`config.mk`:
```
export PLATFORM = sky130hd
export DESIGN_NAME = sobel_gradient_direction_core_flat
export DESIGN_NICKNAME = d
export VERILOG_FILES = /design/src/rtl/sgd_pkg.sv /design/src/rtl/sgd_pix_if.sv /design/src/rtl/sgd_res_if.sv /design/src/rtl/sgd_lane.sv /design/src/rtl/sgd_merge.sv /design/src/rtl/sgd_sqrt.sv /design/src/rtl/sobel_gradient_direction_core.sv /design/src/flat_wrapper.sv
export SDC_FILE = /design/constraint.sdc
export NUM_CORES = 2
export LEC_CHECK = 0
export ABC_AREA = 1
export BUFFER_PORTS_ARGS = -buffer_cell sky130_fd_sc_hd__buf_2
export CORE_MARGIN = 2
export CORE_UTILIZATION = 30
export CTS_CLUSTER_DIAMETER = 80
export CTS_CLUSTER_SIZE = 28
export DETAILED_ROUTE_END_ITERATION = 7
export PLACE_DENSITY = 0.48
export SLEW_MARGIN = 20
export SYNTH_ARGS = -nofsm -noshare
export SYNTH_HDL_FRONTEND = slang
export SYNTH_SLANG_ARGS = --single-unit
export TNS_END_PERCENT = 10
```
`constraint.sdc`:
```
create_clock -name clk -period 38.4 [get_ports clk]
set_input_delay 3.84 -clock clk [delete_from_list [all_inputs] [get_ports clk]]
set_output_delay 3.84 -clock clk [all_outputs]
set_load 0.02 [all_outputs]
```
`src/rtl/sgd_pkg.sv`:
```
// shared types and constants for the sobel gradient and direction core
// no dependencies
`timescale 1ns / 1ps

package sgd_pkg;

    localparam int PIX_W      = 8;
    localparam int GRAD_W     = 11;
    localparam int ABS_W      = 10;
    localparam int SQ_W       = 20;
    localparam int SUM_SQ_W   = 21;
    localparam int THR_W      = 11;
    localparam int THR_SQ_W   = 22;
    localparam int RAD_W      = 29;
    localparam int ROOT_W     = 15;
    localparam int SQRT_STEPS = 15;
    localparam int APB_AW     = 3;
    localparam int APB_DW     = 32;

    localparam logic [1:0] DIR_0   = 2'd0;
    localparam logic [1:0] DIR_45  = 2'd1;
    localparam logic [1:0] DIR_90  = 2'd2;
    localparam logic [1:0] DIR_135 = 2'd3;

    localparam logic REG_HIGH = 1'b0;
    localparam logic REG_LOW  = 1'b1;

    localparam logic [THR_W-1:0] HIGH_THR_RST = 11'd60;
    localparam logic [THR_W-1:0] LOW_THR_RST  = 11'd30;

    typedef logic [PIX_W-1:0] pix_t;

    // what one mask lane hands to the merge stage
    typedef struct packed {
        logic [ABS_W-1:0] mag;
        logic [SQ_W-1:0]  sq;
        logic             neg;
        logic             nz;
    } lane_t;

    // result fields that travel beside the square root
    typedef struct packed {
        logic [1:0] direction;
        logic       strong_hit;
        logic       weak_hit;
    } side_t;

endpackage

```
`src/rtl/sgd_pix_if.sv`:
```
// window channel: valid/ready handshake with nine pixel fields
// depends on sgd_pkg
`timescale 1ns / 1ps

interface sgd_pix_if;
    import sgd_pkg::*;

    logic valid;
    logic ready;
    pix_t win_r0c0;
    pix_t win_r0c1;
    pix_t win_r0c2;
    pix_t win_r1c0;
    pix_t win_r1c1;
    pix_t win_r1c2;
    pix_t win_r2c0;
    pix_t win_r2c1;
    pix_t win_r2c2;

    modport source (
        output valid,
        input  ready,
        output win_r0c0, win_r0c1, win_r0c2,
        output win_r1c0, win_r1c1, win_r1c2,
        output win_r2c0, win_r2c1, win_r2c2
    );

    modport sink (
        input  valid,
        output ready,
        input  win_r0c0, win_r0c1, win_r0c2,
        input  win_r1c0, win_r1c1, win_r1c2,
        input  win_r2c0, win_r2c1, win_r2c2
    );

endinterface

```
`src/rtl/sgd_res_if.sv`:
```
// result channel: valid/ready handshake with magnitude, direction and edge flags
// depends on sgd_pkg
`timescale 1ns / 1ps

interface sgd_res_if;
    import sgd_pkg::*;

    logic              valid;
    logic              ready;
    logic [ROOT_W-1:0] magnitude;
    logic [1:0]        direction;
    logic              strong_edge;
    logic              weak_edge;

    modport source (
        output valid,
        input  ready,
        output magnitude, direction, strong_edge, weak_edge
    );

    modport sink (
        input  valid,
        output ready,
        input  magnitude, direction, strong_edge, weak_edge
    );

endinterface

```
`src/rtl/sgd_lane.sv`:
```
// one sobel mask lane: weighted 1-2-1 difference, then absolute value and square
// depends on sgd_pkg
`timescale 1ns / 1ps

module sgd_lane (
    input  logic           clk,
    input  logic           en,
    input  sgd_pkg::pix_t  pos0,
    input  sgd_pkg::pix_t  pos1,
    input  sgd_pkg::pix_t  pos2,
    input  sgd_pkg::pix_t  neg0,
    input  sgd_pkg::pix_t  neg1,
    input  sgd_pkg::pix_t  neg2,
    output sgd_pkg::lane_t lane
);
    import sgd_pkg::*;

    logic [ABS_W-1:0]         pos_sum;
    logic [ABS_W-1:0]         neg_sum;
    logic signed [GRAD_W-1:0] grad_next;
    logic signed [GRAD_W-1:0] grad_reg;
    logic [ABS_W-1:0]         abs_val;
    lane_t                    lane_next;
    lane_t                    lane_reg;

    assign pos_sum   = ABS_W'(pos0) + {1'b0, pos1, 1'b0} + ABS_W'(pos2);
    assign neg_sum   = ABS_W'(neg0) + {1'b0, neg1, 1'b0} + ABS_W'(neg2);
    assign grad_next = $signed({1'b0, pos_sum}) - $signed({1'b0, neg_sum});

    assign abs_val = grad_reg[GRAD_W-1] ? ABS_W'(-grad_reg) : ABS_W'(grad_reg);

    always_comb
    begin
        lane_next.mag = abs_val;
        lane_next.sq  = SQ_W'(abs_val) * SQ_W'(abs_val);
        lane_next.neg = grad_reg[GRAD_W-1];
        lane_next.nz  = (grad_reg != '0);
    end

    always_ff @(posedge clk)
    begin
        if (en)
        begin
            grad_reg <= grad_next;
            lane_reg <= lane_next;
        end
    end

    assign lane = lane_reg;

endmodule

```
`src/rtl/sgd_merge.sv`:
```
// merge of the two mask lanes: sum of squares, direction bands, threshold flags
// depends on sgd_pkg
`timescale 1ns / 1ps

module sgd_merge (
    input  logic                         clk,
    input  logic                         en,
    input  sgd_pkg::lane_t               gx,
    input  sgd_pkg::lane_t               gy,
    input  logic [sgd_pkg::THR_SQ_W-1:0] high_sq,
    input  logic [sgd_pkg::THR_SQ_W-1:0] low_sq,
    output logic [sgd_pkg::RAD_W-1:0]    radicand,
    output sgd_pkg::side_t               side
);
    import sgd_pkg::*;

    logic [GRAD_W-1:0]   ab_sum;
    logic [ABS_W-1:0]    ab_diff;
    logic                a_gt_b;
    logic [SUM_SQ_W-1:0] s_reg;
    logic [THR_SQ_W-1:0] sum_sq_reg;
    logic [SQ_W-1:0]     diff_sq_reg;
    logic [SUM_SQ_W-1:0] b_sq2_reg;
    logic                a_gt_b_reg;
    logic                a_nz_reg;
    logic                same_reg;

    assign a_gt_b  = (gx.mag > gy.mag);
    assign ab_sum  = GRAD_W'(gx.mag) + GRAD_W'(gy.mag);
    assign ab_diff = a_gt_b ? (gx.mag - gy.mag) : '0;

    always_ff @(posedge clk)
    begin
        if (en)
        begin
            s_reg       <= SUM_SQ_W'(gx.sq) + SUM_SQ_W'(gy.sq);
            sum_sq_reg  <= THR_SQ_W'(ab_sum) * THR_SQ_W'(ab_sum);
            diff_sq_reg <= SQ_W'(ab_diff) * SQ_W'(ab_diff);
            b_sq2_reg   <= {gy.sq, 1'b0};
            a_gt_b_reg  <= a_gt_b;
            a_nz_reg    <= gx.nz;
            same_reg    <= gx.nz && gy.nz && (gx.neg == gy.neg);
        end
    end

    // bands at tan(22.5) and tan(67.5) tested as exact squares
    always_comb
    begin
        if (!a_nz_reg)
            side.direction = DIR_0;
        else if (sum_sq_reg < THR_SQ_W'(b_sq2_reg))
            side.direction = DIR_0;
        else if (a_gt_b_reg && (THR_SQ_W'(diff_sq_reg) > THR_SQ_W'(b_sq2_reg)))
            side.direction = DIR_90;
        else if (same_reg)
            side.direction = DIR_45;
        else
            side.direction = DIR_135;
        side.strong_hit = (THR_SQ_W'(s_reg) > high_sq);
        side.weak_hit   = (THR_SQ_W'(s_reg) > low_sq);
    end

    assign radicand = {s_reg, 8'h00};

endmodule

```
`src/rtl/sgd_sqrt.sv`:
```
// pipelined integer square root, one result bit per stage, side fields carried along
// depends on sgd_pkg
`timescale 1ns / 1ps

module sgd_sqrt (
    input  logic                       clk,
    input  logic                       rst_n,
    input  logic                       en,
    input  logic                       in_valid,
    input  logic [sgd_pkg::RAD_W-1:0]  radicand,
    input  sgd_pkg::side_t             side_in,
    output logic                       out_valid,
    output logic [sgd_pkg::ROOT_W-1:0] root,
    output sgd_pkg::side_t             side_out
);
    import sgd_pkg::*;

    localparam int ACC_W = RAD_W + 1;

    logic [RAD_W-1:0] rem_reg  [SQRT_STEPS];
    logic [ACC_W-1:0] res_reg  [SQRT_STEPS];
    side_t            side_reg [SQRT_STEPS];
    logic             vld_reg  [SQRT_STEPS];

    genvar k;
    generate
        for (k = 0; k < SQRT_STEPS; k++)
        begin : g_step
            localparam logic [ACC_W-1:0] BIT = ACC_W'(1) << (2 * (SQRT_STEPS - 1 - k));

            logic [RAD_W-1:0] rem_in;
            logic [ACC_W-1:0] res_in;
            side_t            side_i;
            logic             vld_in;
            logic [ACC_W-1:0] trial;
            logic             take;

            if (k == 0)
            begin : g_head
                assign rem_in = radicand;
                assign res_in = '0;
                assign side_i = side_in;
                assign vld_in = in_valid;
            end
            else
            begin : g_body
                assign rem_in = rem_reg[k-1];
                assign res_in = res_reg[k-1];
                assign side_i = side_reg[k-1];
                assign vld_in = vld_reg[k-1];
            end

            assign trial = res_in + BIT;
            assign take  = ({1'b0, rem_in} >= trial);

            always_ff @(posedge clk or negedge rst_n)
            begin
                if (!rst_n)
                    vld_reg[k] <= 1'b0;
                else if (en)
                    vld_reg[k] <= vld_in;
            end

            always_ff @(posedge clk)
            begin
                if (en)
                begin
                    rem_reg[k]  <= take ? RAD_W'({1'b0, rem_in} - trial) : rem_in;
                    res_reg[k]  <= take ? ((res_in >> 1) + BIT) : (res_in >> 1);
                    side_reg[k] <= side_i;
                end
            end
        end
    endgenerate

    assign out_valid = vld_reg[SQRT_STEPS-1];
    assign root      = res_reg[SQRT_STEPS-1][ROOT_W-1:0];
    assign side_out  = side_reg[SQRT_STEPS-1];

endmodule

```
`src/rtl/sobel_gradient_direction_core.sv`:
```
// top level: apb threshold registers, two mask lanes, merge stage and square root pipeline
// depends on sgd_pkg, sgd_pix_if, sgd_res_if, sgd_lane, sgd_merge, sgd_sqrt
`timescale 1ns / 1ps

// Takes one 3x3 window per transaction and returns floor(16*|G|) with four fraction
// bits, the direction quantised to 0/45/90/135 degrees and strong/weak edge flags.
// A new window is taken every clock unless the result stalls; each window passes the
// mask sum and the absolute value and square registers of the Gx and Gy lanes, the
// merge register and the square root pipeline, which yields one result bit per
// stage. A stalled result holds the whole pipeline. Thresholds sit at byte addresses
// 0 (high) and 4 (low) and should only be written while no window is in flight.

module sobel_gradient_direction_core (
    input  logic                         clk,
    input  logic                         rst_n,
    sgd_pix_if.sink                      pixels,
    sgd_res_if.source                    result,
    input  logic                         psel,
    input  logic                         penable,
    input  logic                         pwrite,
    input  logic [sgd_pkg::APB_AW-1:0]   paddr,
    input  logic [sgd_pkg::APB_DW-1:0]   pwdata,
    output logic [sgd_pkg::APB_DW-1:0]   prdata,
    output logic                         pready
);
    import sgd_pkg::*;

    logic [THR_W-1:0]    high_thr_reg;
    logic [THR_W-1:0]    low_thr_reg;
    logic [THR_SQ_W-1:0] high_sq_reg;
    logic [THR_SQ_W-1:0] low_sq_reg;
    logic [THR_W-1:0]    wr_thr;
    logic [THR_SQ_W-1:0] wr_sq;
    logic                wr_en;
    logic                en;
    logic                vld1_reg;
    logic                vld2_reg;
    logic                vld3_reg;
    lane_t               gx_lane;
    lane_t               gy_lane;
    logic [RAD_W-1:0]    radicand;
    side_t               side_mid;
    side_t               side_end;
    logic                out_valid;
    logic [ROOT_W-1:0]   root;

    // configuration port
    assign pready = 1'b1;
    assign wr_en  = psel && penable && pwrite;
    assign wr_thr = pwdata[THR_W-1:0];
    assign wr_sq  = THR_SQ_W'(wr_thr) * THR_SQ_W'(wr_thr);

    always_ff @(posedge clk or negedge rst_n)
    begin
        if (!rst_n)
        begin
            high_thr_reg <= HIGH_THR_RST;
            low_thr_reg  <= LOW_THR_RST;
            high_sq_reg  <= THR_SQ_W'(HIGH_THR_RST) * THR_SQ_W'(HIGH_THR_RST);
            low_sq_reg   <= THR_SQ_W'(LOW_THR_RST) * THR_SQ_W'(LOW_THR_RST);
        end
        else if (wr_en)
        begin
            case (paddr[2])
                REG_HIGH:
                begin
                    high_thr_reg <= wr_thr;
                    high_sq_reg  <= wr_sq;
                end
                REG_LOW:
                begin
                    low_thr_reg <= wr_thr;
                    low_sq_reg  <= wr_sq;
                end
                default:
                begin
                    high_thr_reg <= high_thr_reg;
                end
            endcase
        end
    end

    always_comb
    begin
        case (paddr[2])
            REG_HIGH: prdata = APB_DW'(high_thr_reg);
            REG_LOW:  prdata = APB_DW'(low_thr_reg);
            default:  prdata = '0;
        endcase
    end

    // pipeline advance
    assign en           = !out_valid || result.ready;
    assign pixels.ready = en;

    always_ff @(posedge clk or negedge rst_n)
    begin
        if (!rst_n)
        begin
            vld1_reg <= 1'b0;
            vld2_reg <= 1'b0;
            vld3_reg <= 1'b0;
        end
        else if (en)
        begin
            vld1_reg <= pixels.valid;
            vld2_reg <= vld1_reg;
            vld3_reg <= vld2_reg;
        end
    end

    sgd_lane u_lane_x (
        .clk  (clk),
        .en   (en),
        .pos0 (pixels.win_r0c2),
        .pos1 (pixels.win_r1c2),
        .pos2 (pixels.win_r2c2),
        .neg0 (pixels.win_r0c0),
        .neg1 (pixels.win_r1c0),
        .neg2 (pixels.win_r2c0),
        .lane (gx_lane)
    );

    sgd_lane u_lane_y (
        .clk  (clk),
        .en   (en),
        .pos0 (pixels.win_r0c0),
        .pos1 (pixels.win_r0c1),
        .pos2 (pixels.win_r0c2),
        .neg0 (pixels.win_r2c0),
        .neg1 (pixels.win_r2c1),
        .neg2 (pixels.win_r2c2),
        .lane (gy_lane)
    );

    sgd_merge u_merge (
        .clk      (clk),
        .en       (en),
        .gx       (gx_lane),
        .gy       (gy_lane),
        .high_sq  (high_sq_reg),
        .low_sq   (low_sq_reg),
        .radicand (radicand),
        .side     (side_mid)
    );

    sgd_sqrt u_sqrt (
        .clk       (clk),
        .rst_n     (rst_n),
        .en        (en),
        .in_valid  (vld3_reg),
        .radicand  (radicand),
        .side_in   (side_mid),
        .out_valid (out_valid),
        .root      (root),
        .side_out  (side_end)
    );

    assign result.valid       = out_valid;
    assign result.magnitude   = root;
    assign result.direction   = side_end.direction;
    assign result.strong_edge = side_end.strong_hit;
    assign result.weak_edge   = side_end.weak_hit;

endmodule
```
`src/flat_wrapper.sv`:
```
// flat-port wrapper written by rule: the top's interface ports become plain ports
module sobel_gradient_direction_core_flat import sgd_pkg::*;
  (clk, rst_n, psel, penable, pwrite, paddr, pwdata, prdata, pready, pixels_valid, pixels_ready, pixels_win_r0c0, pixels_win_r0c1, pixels_win_r0c2, pixels_win_r1c0, pixels_win_r1c1, pixels_win_r1c2, pixels_win_r2c0, pixels_win_r2c1, pixels_win_r2c2, result_valid, result_ready, result_magnitude, result_direction, result_strong_edge, result_weak_edge);
  sgd_pix_if pixels_i ();
  sgd_res_if result_i ();
  input  logic clk;
  input  logic rst_n;
  input  logic psel;
  input  logic penable;
  input  logic pwrite;
  input  logic [sgd_pkg::APB_AW-1:0] paddr;
  input  logic [sgd_pkg::APB_DW-1:0] pwdata;
  output logic [sgd_pkg::APB_DW-1:0] prdata;
  output logic pready;
  input wire logic [$bits(pixels_i.valid)-1:0] pixels_valid;
  output wire logic [$bits(pixels_i.ready)-1:0] pixels_ready;
  input wire logic [$bits(pixels_i.win_r0c0)-1:0] pixels_win_r0c0;
  input wire logic [$bits(pixels_i.win_r0c1)-1:0] pixels_win_r0c1;
  input wire logic [$bits(pixels_i.win_r0c2)-1:0] pixels_win_r0c2;
  input wire logic [$bits(pixels_i.win_r1c0)-1:0] pixels_win_r1c0;
  input wire logic [$bits(pixels_i.win_r1c1)-1:0] pixels_win_r1c1;
  input wire logic [$bits(pixels_i.win_r1c2)-1:0] pixels_win_r1c2;
  input wire logic [$bits(pixels_i.win_r2c0)-1:0] pixels_win_r2c0;
  input wire logic [$bits(pixels_i.win_r2c1)-1:0] pixels_win_r2c1;
  input wire logic [$bits(pixels_i.win_r2c2)-1:0] pixels_win_r2c2;
  output wire logic [$bits(result_i.valid)-1:0] result_valid;
  input wire logic [$bits(result_i.ready)-1:0] result_ready;
  output wire logic [$bits(result_i.magnitude)-1:0] result_magnitude;
  output wire logic [$bits(result_i.direction)-1:0] result_direction;
  output wire logic [$bits(result_i.strong_edge)-1:0] result_strong_edge;
  output wire logic [$bits(result_i.weak_edge)-1:0] result_weak_edge;
  assign pixels_i.valid = pixels_valid;
  assign pixels_ready = pixels_i.ready;
  assign pixels_i.win_r0c0 = pixels_win_r0c0;
  assign pixels_i.win_r0c1 = pixels_win_r0c1;
  assign pixels_i.win_r0c2 = pixels_win_r0c2;
  assign pixels_i.win_r1c0 = pixels_win_r1c0;
  assign pixels_i.win_r1c1 = pixels_win_r1c1;
  assign pixels_i.win_r1c2 = pixels_win_r1c2;
  assign pixels_i.win_r2c0 = pixels_win_r2c0;
  assign pixels_i.win_r2c1 = pixels_win_r2c1;
  assign pixels_i.win_r2c2 = pixels_win_r2c2;
  assign result_valid = result_i.valid;
  assign result_i.ready = result_ready;
  assign result_magnitude = result_i.magnitude;
  assign result_direction = result_i.direction;
  assign result_strong_edge = result_i.strong_edge;
  assign result_weak_edge = result_i.weak_edge;
  sobel_gradient_direction_core u_core (.clk(clk), .rst_n(rst_n), .pixels(pixels_i), .result(result_i), .psel(psel), .penable(penable), .pwrite(pwrite), .paddr(paddr), .pwdata(pwdata), .prdata(prdata), .pready(pready));
endmodule
```
* Yosys cells after proc, flatten, opt, wreduce, memory -nomap -nowiden *
Memory sizes are Yosys's and may differ from the RTL's.
Cells that the tools add are included.

cells by class
  $add $sub $neg = 58
  multiply operators = 5
  div/mod/pow operators = 0
  magnitude comparators = 20
  eq/ne operators = 1
  shifts and indexed selects = 0
  multiplexer cells = 40
  bitwise operators = 1
  reduce and logical (&&, ||, !) cells = 11

operator list
  cell                    count
  $mux 29                 16
  $ge 29x30->1            14
  $mux 30                 14
  $sub 29x29->29          14
  $pmux 32 s2             1
  $mul 10x10->20          3
  $gt 21x22->1            2
  $mul 11x11->22          2
  $add 10x8->10           4
  $add 8x9->10            4
  $add 29x1->30 const B   1
  $add 29x11->30 const B  1
  $add 29x13->30 const B  1
  $add 29x15->30 const B  1
  $add 29x17->30 const B  1
  $add 29x19->30 const B  1
  $add 29x21->30 const B  1
  $add 29x23->30 const B  1
  $add 29x25->30 const B  1
  $add 29x27->30 const B  1
  $add 29x3->30 const B   1
  $add 29x5->30 const B   1
  $add 29x7->30 const B   1
  $add 29x9->30 const B   1
  other kinds (34)        48

word-level totals
  flip-flop bits (word level) = 256
  latch bits = 0
  bits in writable memories = 945
  memory bits (read-only) = 0
  word-level logic and storage cells = 178
  memories kept = 3

memories
  name                    depth  bits a word  read ports  clocked after Yosys merged registers in  write ports  line            RTL
  u_core.u_sqrt.res_reg   15     30           15          0                                        15           sgd_sqrt.sv:21  logic [ACC_W-1:0] res_reg [SQRT_STEPS];
  u_core.u_sqrt.rem_reg   15     29           14          0                                        15           sgd_sqrt.sv:20  logic [RAD_W-1:0] rem_reg [SQRT_STEPS];
  u_core.u_sqrt.side_reg  15     4            15          0                                        15           sgd_sqrt.sv:22  side_t side_reg [SQRT_STEPS];

* Logic depth before layout (Yosys ltp) *
  depth in word-level cells = 5
  gate-level depth with buffers = 35
  gate-level depth less buffers = 34

* Modules after synthesis *
From an unflattened synthesis, not the netlist that was laid out.

unflattened totals
  cell total of the unflattened synthesis = 6807
  area total of the unflattened synthesis = 60793.3 um2

modules (own cells, without submodules)
  module                         instances  cells an instance  area each (um2)
  sgd_sqrt                       1          3309               30909.6
  sgd_merge                      1          1479               12559.5
  sobel_gradient_direction_core  1          807                6358.6
  sgd_lane (u_core.u_lane_x)     1          607                5516.5
  sgd_lane (u_core.u_lane_y)     1          605                5449.0

* Worst setup path after synthesis *
Ideal clock, no wire load.

  kind = input to output
  start point = input port result_ready
  end point = output port pixels_ready
  arrival time = 21738 ps
  required time = 34560 ps
  setup slack = 12822 ps
  stages on the path = 3
  path buffers = 1
  path through = inv_1 -> nand2_1 -> clkbuf_1

on the way
  cells in the longest elaborated chain, start to end = 1

RTL lines
  what              line                                 RTL
  start, declared   flat_wrapper.sv:27                   input wire logic [$bits(result_i.ready)-1:0] result_ready;
  $logic_or 1x1->1  sobel_gradient_direction_core.sv:93  assign en = !out_valid || result.ready;
  end, declared     flat_wrapper.sv:16                   output wire logic [$bits(pixels_i.ready)-1:0] pixels_ready;

Every way passes these cells.

* Worst setup path in the final report *
  start point = input port paddr[2] (netlist bit)
  end point = output port prdata[7] (netlist bit)

on the way
  cells in the longest elaborated chain, start to end = 2

RTL lines
  what             line                                 RTL
  start, declared  flat_wrapper.sv:11                   input logic [sgd_pkg::APB_AW-1:0] paddr;
  $not 1->1        sobel_gradient_direction_core.sv:85  case (paddr[2])
  $pmux 32 s2 *    sobel_gradient_direction_core.sv:85
  end, declared    flat_wrapper.sv:13                   output logic [sgd_pkg::APB_DW-1:0] prdata;

Every way passes the cells marked *; elsewhere a longest branch is shown, timed or not. The select of a mux whose other input is x is not followed.

==> run_results.csv <==
group,metric,value,unit
hold_path,hold_depth,0,
clock_tree,cts-root-buf,"clkbuf_16",
run,maxCapViolations,0,
setup_path,end_kind,"output pin",
finish,largest_register_ffs,303,
setup_path,rrSetupSlack,31090,ps
clock_tree,cts_tree,"yes",
synthesis,syn-instance-count,5501,
synthesis,yosys.cell_types.count,76,
floorplanning,dieArea,0.181,mm^2
clock_tree,insertion_delay,700,ps
routing,drc_errors,0,
clock_tree,clk_pin_slew_worst_paths,100,ps
finish,final_nets,6565,
floorplanning,start_util,30.2,%
grt,grt_max_degree,183,
hold_path,hold_end,"u_core.u_sqrt.side_reg[0][15]",
placed_design,port_buffers,114,
timing,finClkSkew,44.2,ps
synthesis,synth_area,0.0533,mm^2
setup_path,cp-startpoint,"paddr[2]",
floorplanning,die_y,426,um
timing,fin_setup_tns,0,ps
synthesis,async_flop_share,11.0,%
routing,drtIter0Drc,1725,
setup_path,r2r_end,"u_core.u_merge.sum_sq_reg[19]",
routing,viasPerCell,4.45,
routing,wire_per_inst,14.3,um
synthesis,ys_ff_latch,727,
clock_tree,cts_resized,0,
timing,max_slew_margin,29.5,%
grt,antenna_found_initial,1,
timing,hold_violations,0,
synthesis,synthFlopType,"edfxtp_1",
grt,first_global_vias,37000,
grt,overflow,0,
synthesis,synth_top_cell_by_area,"edfxtp_1",
outcome,run_status,"finished clean",
setup_path,cp_data_required_time,34560,ps
placed_design,dp_slack,29760,ps
clock_tree,cts_made_buffers,52,
routing,routed_wl,115000,um
hold_path,holdCritStartpoint,"u_core.u_sqrt.side_reg[0][11]",
setup_path,critPathLaunchType,"input pin",
timing,worstMarginPinSlew,1060,ps
synthesis,yosysSeqAreaShare,40.2,%
finish,drive_above_1_share,7.67,%
synthesis,ys_top_cells_by_area,"edfxtp_1, fa_1, ha_1",
clock_tree,clock_sinks,727,
timing,finalCritPeriodShare,22.3,%
floorplanning,die_x,426,um
grt,grtUsageTotal,12.9,%
timing,fmax,117,MHz
setup_path,cp_max_fo,13,
finish,fin_util,33.2,%
finish,area_growth,9.64,%
timing,finalSetupViolCount,0,
timing,fin_crit,8550,ps
hold_path,min_path_type,"reg -> reg",
synthesis,yosysTopAreaCellShare,36.4,%
floorplanning,core_region_area,0.176,mm^2
clock_tree,hold_buffers,0,
grt,grt_pass1_wl,190000,um
clock_tree,cts_buffer_depth,3,
timing,maxSlewViolCount,0,
placed_design,dp_hpwl,92800,um
routing,drtAntennaViolNets,0,
setup_path,path_class,"in -> out",
routing,num_vias,35600,
floorplanning,rows,154,
clock_tree,htreeDepth,2,
setup_path,reg2reg_from,"u_core.u_lane_y.lane[2]",
clock_tree,post_cts_buffers,0,
placed_design,gp_congestion,0.835,
synthesis,yosys_warnings,0,
timing,setup_slack,29850,ps
floorplanning,num_io_pins,168,
setup_path,r2r_cells,22,
synthesis,syn-mean-instance-area,9.69,um^2
setup_path,cp_data_arrival_time,4710,ps
timing,grt_setup_unrepaired,"no",
synthesis,synth-edff-count,647,
routing,detail_route.first_pass.iterations,6,
[cells in the final DEF (no fill, tap or decap), drive strengths merged, types with 12 or more instances in the layout]
cell / n
inv: 1081
nand2: 968
edfxtp: 647
ha: 505
nor2: 446
fa: 333
a21oi: 294
o21ai: 275
nand3: 182
xor2: 166
buf: 125
xnor2: 90
dfrtp: 64
nor3: 64
clkbuf: 55
nand4: 52
or2: 38
nor4: 35
conb: 25
a21o: 23
a31oi: 19
clkinv: 19
o21bai: 18
dfstp: 16
mux2: 13
o211ai: 12
[worst max-delay path: stages]
cell	delay, ps
buf_2	190
inv_1	330
nand2_1	90
nand2_1	90
buf_2	170
[kinds of logic (layout without fill, tap and decap cells)]
family / after synthesis / after routing / share of synthesized area [%]
adder cells (fa/ha/maj): 838 / 838 / 24.4
multiplexers: 13 / 13 / 0.275
AND/OR/NAND/NOR: 1810 / 1810 / 14.7
flip-flops: 727 / 727 / 40.2
buffers and inverters: 1149 / 1281 / 8.58
AO/OA/AOI/OAI: 706 / 706 / 7.60
XOR/XNOR: 256 / 256 / 4.25
other: 2 / 26 / 0.0141
[per-layer routing]
metal	vias up	part of all wire, %	track usage (%)
li1	18100	-	-
met1	16900	43	15.4
met2	411	51	23.9
met3	166	2.8	1.55
met4	0	3.1	4.09
met5	-	0	0
[layout make-up]
cell class | instances | area, um^2
fill | 18000 | 118000
multi-input combinational | 3648 | 27400
antenna | 1 | 2.50
sequential | 727 | 21500
clock buffer | 55 | 1330
clock inverter | 42 | 687
inverter | 1059 | 3990
timing repair buffer | 125 | 684
tap | 2340 | 2930
[through the flow]
| step | std cells | hold WS, ps | instance area (um^2) |
|---|---|---|---|
| after detailed placement | 7899 | 405 | 56400 |
| after floorplan | 5524 | 400 | 53400 |
| after CTS | 7996 | 410 | 58500 |
| after global placement | 7899 | 401 | 56400 |
| after global routing | 7997 | 415 | 58500 |
| final | 7997 | 414 | 58500 |
[Yosys cell counts (all sizes together), types with 16 or more instances]
cell / n
o21ai: 275
nor3: 64
nand4: 52
fa: 333
nand3: 182
or2: 38
ha: 505
a21oi: 294
a21o: 23
inv: 1058
buf: 53
xnor2: 90
nand2: 968
dfrtp: 64
dfstp: 16
nor2: 446
clkbuf: 37
xor2: 166
nor4: 35
a31oi: 19
o21bai: 18
edfxtp: 647
[worst max-delay path by stage]
stage	to
global route	prdata[8]
CTS	prdata[8]
global placement	u_core.low_sq_reg[18]
floorplan	pixels_ready
detailed placement	u_core.low_sq_reg[18]
finish	prdata[7]
Power is not shown: default switching activity piles up to over one toggle a cycle in this logic, so the estimate is an artifact.
